===== src/rtl/core/lzwe_pkg.sv =====
// lzwe_pkg: transaction types and fixed constants of the lzw variable width encoder
// used by the front queue, the dictionary back end and the top level
package lzwe_pkg;

   // input transaction
   typedef struct packed {
      logic       mode;
      logic [7:0] symbol;
   } req_type;

   // result transaction
   typedef struct packed {
      logic [7:0] out_byte;
      logic       last;
      logic [2:0] pad_bits;
   } rsp_type;

   // front queue status towards the back end
   typedef struct packed {
      logic       empty;
      logic       full;
      logic [1:0] count;
   } q_status_type;

   localparam int unsigned QUEUE_DEPTH = 2;
   localparam logic        MODE_DATA   = 1'b0;
   localparam logic        MODE_END    = 1'b1;
   localparam logic [31:0] HASH_MULT   = 32'h9E37_79B1;
   localparam int unsigned KEY_W       = 24;
   localparam int unsigned ACC_W       = 24;
   localparam int unsigned MAX_WIDTH   = 16;

endpackage


===== src/rtl/core/lzwe_front.sv =====
// lzwe_front: two entry input queue that takes transactions and tags end of stream
// depends on lzwe_pkg
module lzwe_front (
   input  logic                   clock,
   input  logic                   reset,
   input  logic                   push,
   input  lzwe_pkg::req_type      push_item,
   output logic                   full,
   input  logic                   pop,
   output lzwe_pkg::req_type      pop_item,
   output logic                   pop_is_end,
   output lzwe_pkg::q_status_type status
);

   lzwe_pkg::req_type entry_ff [lzwe_pkg::QUEUE_DEPTH];
   logic              wr_ptr_ff, wr_ptr_in;
   logic              rd_ptr_ff, rd_ptr_in;
   logic [1:0]        count_ff, count_in;
   logic              do_push, do_pop;

   assign full    = (count_ff == 2'(lzwe_pkg::QUEUE_DEPTH));
   assign do_push = push && !full;
   assign do_pop  = pop && (count_ff != 2'd0);

   // pointer and fill count update
   always_comb begin
      wr_ptr_in = wr_ptr_ff + 1'(do_push);
      rd_ptr_in = rd_ptr_ff + 1'(do_pop);
      count_in  = count_ff + 2'(do_push) - 2'(do_pop);
   end

   always_ff @(posedge clock) begin
      if (reset) begin
         wr_ptr_ff <= 1'b0;
         rd_ptr_ff <= 1'b0;
         count_ff  <= 2'd0;
      end else begin
         wr_ptr_ff <= wr_ptr_in;
         rd_ptr_ff <= rd_ptr_in;
         count_ff  <= count_in;
      end
   end

   // payload storage
   always_ff @(posedge clock) begin
      if (do_push) begin
         entry_ff[wr_ptr_ff] <= push_item;
      end
   end

   // head of queue and its class
   assign pop_item     = entry_ff[rd_ptr_ff];
   assign pop_is_end   = (entry_ff[rd_ptr_ff].mode == lzwe_pkg::MODE_END);
   assign status.empty = (count_ff == 2'd0);
   assign status.full  = full;
   assign status.count = count_ff;

endmodule


===== config.mk =====
export PLATFORM = sky130hd
export DESIGN_NAME = lzwe_front
export DESIGN_NICKNAME = d
export VERILOG_FILES = /design/src/rtl/core/lzwe_pkg.sv /design/src/rtl/core/lzwe_front.sv
export SDC_FILE = /design/constraint.sdc
export NUM_CORES = 1
export LEC_CHECK = 0
export ABC_AREA = 0
export BUFFER_PORTS_ARGS = -buffer_cell sky130_fd_sc_hd__buf_2
export CAP_MARGIN = 15
export CORE_MARGIN = 8
export CORE_UTILIZATION = 43
export DETAILED_ROUTE_END_ITERATION = 16
export GPL_ROUTABILITY_DRIVEN = 0
export HOLD_SLACK_MARGIN = 0.06
export PLACE_DENSITY = 0.75
export SLEW_MARGIN = 15
export SYNTH_ARGS = -nofsm -noshare
export SYNTH_HDL_FRONTEND = slang
export SYNTH_SLANG_ARGS = --single-unit

===== constraint.sdc =====
create_clock -name clock -period 1.4 [get_ports clock]
set_clock_uncertainty 0.15 [all_clocks]
set_input_delay 0.21 -clock clock [delete_from_list [all_inputs] [get_ports clock]]
set_output_delay 0.21 -clock clock [all_outputs]
set_load 0.005 [all_outputs]

==> results.toml, run 1 <==
[status]
status = "finished with violations"
violations = "negative setup slack"

[setup_path]
crit_end = "pop_item[0]"
setup.worst_path.end_class = "output port"
worst-path-max-fanout = 5
worst-path-buf-inv = 2
worst_ep_arrival_time_ps = 1260
rr_startpoint = "count_ff[1]"
path_delay_family = "flip-flops"
path_common_cell = "buf_6"
crit_start = "rd_ptr_ff"
r2r_setup_slack_ps = -200
crit_slowest_cell = "dfxtp_4"
slowest_delay_ps = 390
cp_data_required_time_ps = 1040
worstSetupPathType = "flop to output port"
r2r_cells = 4
worst-path-stages = 3
path_cells = "buf_6 -> mux2_4 -> buf_6"
crit-reg2reg-capture = "entry_ff[0][0]"
startpoint_type = "flop"

[clock_network]
clkLatencyLatePin_ps = 300
cts.htree.levels = 1
clock_path_buffers = 2
path_clk_slew_ps = 120
numCtsBuffers = 3
cts_sinks = 22
cts_tree = "yes"
cts-root-buf = "clkbuf_4"

[cells_and_area]
layout.cells.non_filler = 130
fin_nets = 121
fillers = 127
drive_above_1_share_pct = 59.2
syn_to_final_growth_pct = 62.9
antennaDiodeCount = 0

[synthesis]
ys_seq_elements = 22
yosysWarnings = 0
seq_area_frac_synth_pct = 69.8
ys_types = 14
netlist_area_um2 = 890
syn_area_per_cell_um2 = 16.8
syn-num-nets = 70
synth_cells = 53

[floorplanning]
rows = 16
start_util_pct = 45.3
die_w_um = 61.5
core_area_um2 = 1960
dieArea_um2 = 3780
die_h_um = 61.5
ioPinCount = 28

[pwr]
finalPower_mw = 2.42
p_per_area_nw_per_um2 = 1670
power.leakage_nw = 0.619
vdd_drop_max_v = 0.00112

[timing]
rsz0062_at_grt = "yes"
worstMarginPinSlew_ps = 171
hold_viol_final = 0
setup_viol = 34
drv_slew = 0
setup_ws_ps = -218
min_period_ps = 1620
maxSlewHeadroom_pct = 88.6
fin_crit_sh_pct = 116
max_freq_mhz = 618

[drt]
drt_iter0_drc = 7
vias_per_cell = 4.47
drtAntennaViolNets = 0
post-route-drc-count = 0
wl_per_cell_um = 15.7
wl_mm = 2.04
drtPass1Iterations = 3
vias = 581

[global_routing]
grt_max_degree = 14
grt_first_pass_wirelength_mm = 3.14
grt_pass1_vias = 741
grt_usage_pct = 11.7
grt.overflow.total = 0
antenna_found_initial = 0

[place]
io_buffer_count = 27
placed_cells = 109

[worst_hold_path]
hp-class = "input pin to flop"

[run]
drv_cap = 0
==> routing by layer <==
layer / share of wire [%] / GRT usage [%] / vias to the layer above
li1: - / - / 288
met1: 38 / 11.1 / 274
met2: 56 / 22.0 / 17
met3: 5.0 / 2.92 / 2
met4: 0.74 / 6.82 / 0
met5: 0 / 0 / -
==> how the worst min path moves through the flow <==
stage / endpoint / cells past startpoint / from
3_5_place_dp: entry_ff[0][5] / 1 / push_item[5]
2_1_floorplan: count_ff[1] / 1 / reset
6_report: wr_ptr_ff / 4 / push
5_1_grt: wr_ptr_ff / 4 / push
3_3_place_gp: entry_ff[0][0] / 1 / push_item[0]
4_1_cts: wr_ptr_ff / 4 / push
==> worst min-delay path, cell delays in order <==
cell	delay (ps)
buf_2	80
and2_2	190
ha_4	140
nor2_1	30
==> cells by family (layout without fill, tap and decap cells) <==
logic type	Yosys count	count (layout)	synth area share [%]
compound gates	1	1	0.844
xor+xnor	1	1	2.53
fa+ha+maj	4	4	5.63
flops	22	22	69.8
buf+inv	6	56	3.52
mux	10	10	12.7
simple gates	9	9	5.06
==> flip-flops by register name (all words and copies together), names as in the netlist <==
register,cells
entry_ff,18
rd_ptr_ff,1
count_ff,2
wr_ptr_ff,1
==> final cells by class <==
cell class              instances  area, um2  share of cell area (%)
clock buffers                   3       22.5                    1.55
clock inverters                 1       30.0                    2.07
inverters                       3       13.8                   0.950
multi-input cells              25        310                    21.4
flip-flops and latches         22        626                    43.2
well taps                      27       33.8                    2.33
repair buffers                 49        413                    28.5
==> placed cells by master, fill, tap and decap left out <==
master	instances
edfxtp_1	18
buf_2	16
buf_6	16
dlygate4sd3_1	10
mux2_4	9
buf_4	7
nor2_1	4
ha_4	3
clkbuf_4	3
nor2b_1	2
dfxtp_1	2
or2b_1	1
inv_4	1
and2_2	1
inv_2	1
nand2_1	1
o21a_1	1
inv_1	1
mux2_2	1
xnor3_1	1
ha_1	1
bufinv_16	1
dfxtp_2	1
dfxtp_4	1
==> cell usage after synthesis <==
cell type  instances  share of area [%]
and2_1             1               0.70
or2b_1             1               0.84
dfxtp_1            4                9.0
edfxtp_1          18                 61
mux2_2            10                 13
o21a_1             1               0.84
inv_1              3                1.3
nor2b_1            2                1.4
buf_4              2                1.7
nand2_1            1               0.42
xnor3_1            1                2.5
buf_2              1               0.56
nor2_1             4                1.7
ha_1               4                5.6
==> per-stage QoR <==
stage	worst slack [ps]	setup TNS (ps)	hold WS, ps	cell area [um2]	utilization [%]
floorplan	-128	-220	125	896	-
global placement	-121	-1410	248	1080	55.2
detailed placement	-215	-1970	254	1080	55.2
CTS	-236	-4580	212	1400	71.2
global route	-290	-6170	238	1450	73.9
finish	-218	-4720	225	1450	73.9
==> repair_timing <==
item                       CTS  global route
hold endpoints to repair    21             0
hold buffers                10             0
buffers inserted             6             1
resized for setup           28             9
setup endpoints to repair   33            35
pin swaps                    2             1
==> report_power, final <==
group	leakage [nW]	switching (mW)	internal, mW
registers	0.202	0.0597	0.843
clock network	0.0279	0.191	0.289
logic	0.389	0.368	0.666
Note: power is estimated with default switching activity, not from simulation.
==> inputs of run 2 (changes only) <==
--- a/config.mk
+++ b/config.mk
@@ -14,6 +14,7 @@
 export GPL_ROUTABILITY_DRIVEN = 0
 export HOLD_SLACK_MARGIN = 0.06
 export PLACE_DENSITY = 0.75
+export SETUP_SLACK_MARGIN = 0.2
 export SLEW_MARGIN = 15
 export SYNTH_ARGS = -nofsm -noshare
 export SYNTH_HDL_FRONTEND = slang
==> results.toml, run 2 (synthesis results as in run 1) <==
[drt]
vias_per_cell = 4.53
wl_mm = 1.63
drtAntennaViolNets = 0
wl_per_cell_um = 12.9
drtPass1Iterations = 3
post-route-drc-count = 0
vias = 571
drt_iter0_drc = 6

[setup_path]
worst-path-max-fanout = 4
r2r_setup_slack_ps = -200
worst-path-stages = 7
crit_slowest_cell = "dfxtp_2"
worst_ep_arrival_time_ps = 1690
path_delay_family = "simple AND/OR/NAND/NOR gates"
rr_startpoint = "count_ff[1]"
startpoint_type = "flop"
cp_data_required_time_ps = 1490
worstSetupPathType = "flop to flop"
path_cells = "or2b_1 -> nand2_1 -> ha_1 -> inv_2 -> ha_4 -> xnor3_1 -> nor2_1"
slowest_delay_ps = 370
setup.worst_path.end_class = "flop"
crit-reg2reg-capture = "count_ff[1]"
worst-path-buf-inv = 1
r2r_cells = 7

[floorplanning]
ioPinCount = 28
die_w_um = 61.5
dieArea_um2 = 3780
start_util_pct = 45.3
rows = 16
core_area_um2 = 1960
die_h_um = 61.5

[global_routing]
grt_usage_pct = 9.40
antenna_found_initial = 0
grt_first_pass_wirelength_mm = 2.48
grt_max_degree = 13
grt_pass1_vias = 591
grt.overflow.total = 0

[clock_network]
path_clk_slew_ps = 110
cts_tree = "yes"
numCtsBuffers = 3
cts.htree.levels = 1
cts_sinks = 22
clkLatencyLatePin_ps = 290
cts-root-buf = "clkbuf_4"
clock_path_buffers = 2

[pwr]
finalPower_mw = 2.03
vdd_drop_max_v = 0.00102
power.leakage_nw = 0.555
p_per_area_nw_per_um2 = 1520

[timing]
drv_slew = 0
rsz0062_at_grt = "yes"
worstMarginPinSlew_ps = 159
min_period_ps = 1600
setup_viol = 33
fin_crit_sh_pct = 114
maxSlewHeadroom_pct = 89.4
max_freq_mhz = 625
hold_viol_final = 0
setup_ws_ps = -199

[worst_hold_path]
hp-class = "input pin to flop"
min_to = "wr_ptr_ff"
hold_depth = 4
min_from = "push"

[cells_and_area]
antennaDiodeCount = 0
syn_to_final_growth_pct = 50.4
top_regs = "entry_ff (18), count_ff (2)"
final_cell_mix = "buf_2, edfxtp_1, dlygate4sd3_1, mux2_2, buf_6"
fin_util_pct = 68.2
top_register = "entry_ff"
layout.cells.most_common = "buf_2"
layout.cells.non_filler = 126
fin_nets = 117
stdcell_area_um2 = 1340
largest_register_ffs = 18
drive_above_1_share_pct = 58.6

[place]
place_area_um2 = 1090
placed_cells = 107
dp_hpwl_mm = 1.15
io_buffer_count = 27

[run]
drv_cap = 0

[status]
status = "finished with violations"
violations = "negative setup slack"
==> run 2: changes by cell type in the layout (fill, tap and decap cells not counted), moves of 2 or more <==
cell,delta
buf_2,+10
buf_6,-12
nor2_1,-2
mux2_2,+6
mux2_4,-6
buf_12,+2
buf_4,-4
==> run 2: worst min-delay path, cell delays in order <==
cell and delay [ps]:
buf_2 90, and2_4 170, ha_4 120, nor2_2 20
==> run 2: metrics by stage <==
step           worst slack, ps  TNS (ps)  hold slack, ps
6_report                  -199     -5400             193
3_3_place_gp              -126      -467             247
3_5_place_dp              -180      -869             252
4_1_cts                   -206     -3220             186
5_1_grt                   -286     -7090             189
2_1_floorplan             -128      -220             125
==> run 2: repair_timing <==
action	CTS	global route
endpoints found under the hold margin	21	0
setup endpoints to repair	37	37
buffers inserted	4	1
gates resized for setup	15	6
hold buffers	10	0
pin swaps	5	1
==> run 2: layout make-up <==
type,instances,area [um2]
Clock buffer,3,22.5
Clock inverter,1,3.75
Fill cell,160,624
Inverter,3,11.3
Multi-Input combinational cell,25,299
Sequential cell,22,629
Tap cell,27,33.8
Timing Repair Buffer,45,338
==> run 2: routing by layer <==
metal / vias up / GRT usage (%) / part of all wire (%) / wire length (um)
met4: 0 / 5.84 / 0.61 / 10
met3: 2 / 2.92 / 7.0 / 114
met1: 274 / 8.47 / 36 / 588
li1: 281 / - / - / -
met2: 14 / 17.6 / 56 / 914
met5: - / 0 / 0 / 0
==> run 2: worst max path at each step <==
| stage | from | end | slack [ps] |
|---|---|---|---|
| after floorplan | count_ff[1] | count_ff[1] | -130 |
| after global placement | count_ff[1] | count_ff[1] | -130 |
| after detailed placement | count_ff[1] | count_ff[1] | -180 |
| after CTS | rd_ptr_ff | pop_item[2] | -210 |
| after global routing | count_ff[1] | count_ff[1] | -290 |
| final | count_ff[1] | count_ff[1] | -200 |
==> run 2: report_power, final <==
group	leakage [nW]	switching [mW]	total (mW)	internal (mW)
registers	0.203	0.0869	0.939	0.852
logic	0.336	0.289	0.809	0.520
clock network	0.0154	0.176	0.280	0.104
total	0.555	0.552	2.03	1.48
==> inputs of run 3 (changes only) <==
--- a/config.mk
+++ b/config.mk
@@ -12,9 +12,9 @@
 export CORE_UTILIZATION = 43
 export DETAILED_ROUTE_END_ITERATION = 16
 export GPL_ROUTABILITY_DRIVEN = 0
-export HOLD_SLACK_MARGIN = 0.06
+export HOLD_SLACK_MARGIN = 0.08
 export PLACE_DENSITY = 0.75
-export SETUP_SLACK_MARGIN = 0.2
+export SETUP_SLACK_MARGIN = 0.5
 export SLEW_MARGIN = 15
 export SYNTH_ARGS = -nofsm -noshare
 export SYNTH_HDL_FRONTEND = slang
==> results.toml, run 3 (synthesis results as in run 1) <==
[worst_hold_path]
min_from = "push_item[5]"
hp-class = "input pin to flop"

[setup_path]
startpoint_type = "flop"
worst_ep_arrival_time_ps = 1240
worst-path-max-fanout = 4
rr_startpoint = "count_ff[1]"
worstSetupPathType = "flop to output port"
setup.worst_path.end_class = "output port"
cp_data_required_time_ps = 1040
crit_start = "count_ff[1]"

[timing]
min_period_ps = 1600
maxSlewHeadroom_pct = 87.6
fin_crit_sh_pct = 114
setup_ws_ps = -196
drv_slew = 0
setup_viol = 33
setup-tns-final_ps = -5620
hold_viol_final = 21
hold_ws_ps = -63.2
rsz0062_at_grt = "yes"
max_freq_mhz = 626
worstMarginPinSlew_ps = 187

[pwr]
seq_power_share_pct = 39.9
power.leakage_nw = 0.565
p_int_mw = 1.76
swShare_pct = 25.3
pwr-share-comb_pct = 39.9
p_per_area_nw_per_um2 = 1750
netSwitchingPower_uw = 595
vdd_drop_max_v = 0.00120
power_frac_clock_pct = 20.2

[floorplanning]
die_w_um = 61.5
core_area_um2 = 1960
rows = 16
die_h_um = 61.5
ioPinCount = 28
start_util_pct = 45.3
dieArea_um2 = 3780

[cells_and_area]
fin_util_pct = 68.8
final_cell_mix = "edfxtp_1, buf_2, buf_6, mux2_4"
seqCellArea_um2 = 627
antennaDiodeCount = 0
drive_above_1_share_pct = 67.4
largest_register_ffs = 18
fillers = 136
syn_to_final_growth_pct = 51.8
layout.cells.most_common = "edfxtp_1"
fin_nets = 107
top_register = "entry_ff"
top_regs = "entry_ff (18), count_ff (2)"
multi_input_area_um2 = 333

[drt]
drtPass1Iterations = 3
wl_per_cell_um = 13.9
wl_mm = 1.61
vias = 532
post-route-drc-count = 0
drtAntennaViolNets = 0
drt_iter0_drc = 12
vias_per_cell = 4.59

[run]
drv_cap = 0

[clock_network]
clock_path_buffers = 2
cts_tree = "yes"
path_clk_slew_ps = 120
clkLatencyLatePin_ps = 300
cts_sinks = 22
cts.htree.levels = 1
numCtsBuffers = 3
cts-root-buf = "clkbuf_4"

[global_routing]
antenna_found_initial = 0
grt_pass1_vias = 568
grt.overflow.total = 0
grt_max_degree = 14
grt_first_pass_wirelength_mm = 2.53
grt_usage_pct = 9.09

[status]
violations = "negative hold slack, negative setup slack"
status = "finished with violations"

[place]
io_buffer_count = 27
run 3: cell count changes in the layout (fill, tap and decap cells not counted), sizes merged:
cell	before	now
bufinv	0	1
dlygate4sd3	10	0
clkinv	1	0
run 3: layout make-up:
type / count / share of cell area, %
sequential: 22 / 46.4
multi-input combinational: 25 / 24.7
timing repair buffer: 35 / 21.5
tap: 27 / 2.50
clock inverter: 1 / 2.22
clock buffer: 3 / 1.67
inverter: 3 / 1.02
run 3: stage by stage:
stage / cells / cell area [um2] / setup WS, ps / power [mW]
final: 116 / 1350 / -196 / 2.36
after global routing: 116 / 1350 / -276 / 2.50
after CTS: 114 / 1290 / -197 / 2.25
after detailed placement: 107 / 1120 / -175 / 1.60
after global placement: 107 / 1120 / -126 / 1.58
after floorplan: 53 / 966 / -128 / 1.38
run 3: power by group through the flow:
stage	Combinational [mW]	Sequential, mW	Clock, mW
floorplan	0.475	0.908	0
global placement	0.636	0.943	0
detailed placement	0.650	0.954	0
CTS	0.831	0.940	0.483
global route	1.02	0.959	0.517
finish	0.940	0.942	0.476
run 3: per-layer routing:
layer	routed length [um]	GRT usage, %
met1	640	9.95
met5	0	0
met2	843	16.2
met4	0	1.95
met3	129	3.34
run 3: repair_timing:
| action | 4_1_cts | 5_1_grt |
|---|---|---|
| buffers inserted | 3 | 2 |
| endpoints found under the setup margin | 37 | 37 |
| hold endpoints to repair | 21 | 21 |
| gates resized for setup | 16 | 10 |
| pin swaps | 4 | 3 |
run 3: worst max-delay path, cell delays in order, from the launching register on:
cell	delay [ps]
dfxtp_2	370
or2b_1	260
buf_4	150
inv_1	60
buf_2	110
run 3: final timing paths:
| path | endpoint | slack, ps | depth (start not counted) |
|---|---|---|---|
| min reg2reg | wr_ptr_ff | 490 | 3 |
| min | entry_ff[0][5] | -60 | 1 |
| max reg2reg | entry_ff[1][2] | -180 | 5 |
| max | status[2] | -200 | 4 |
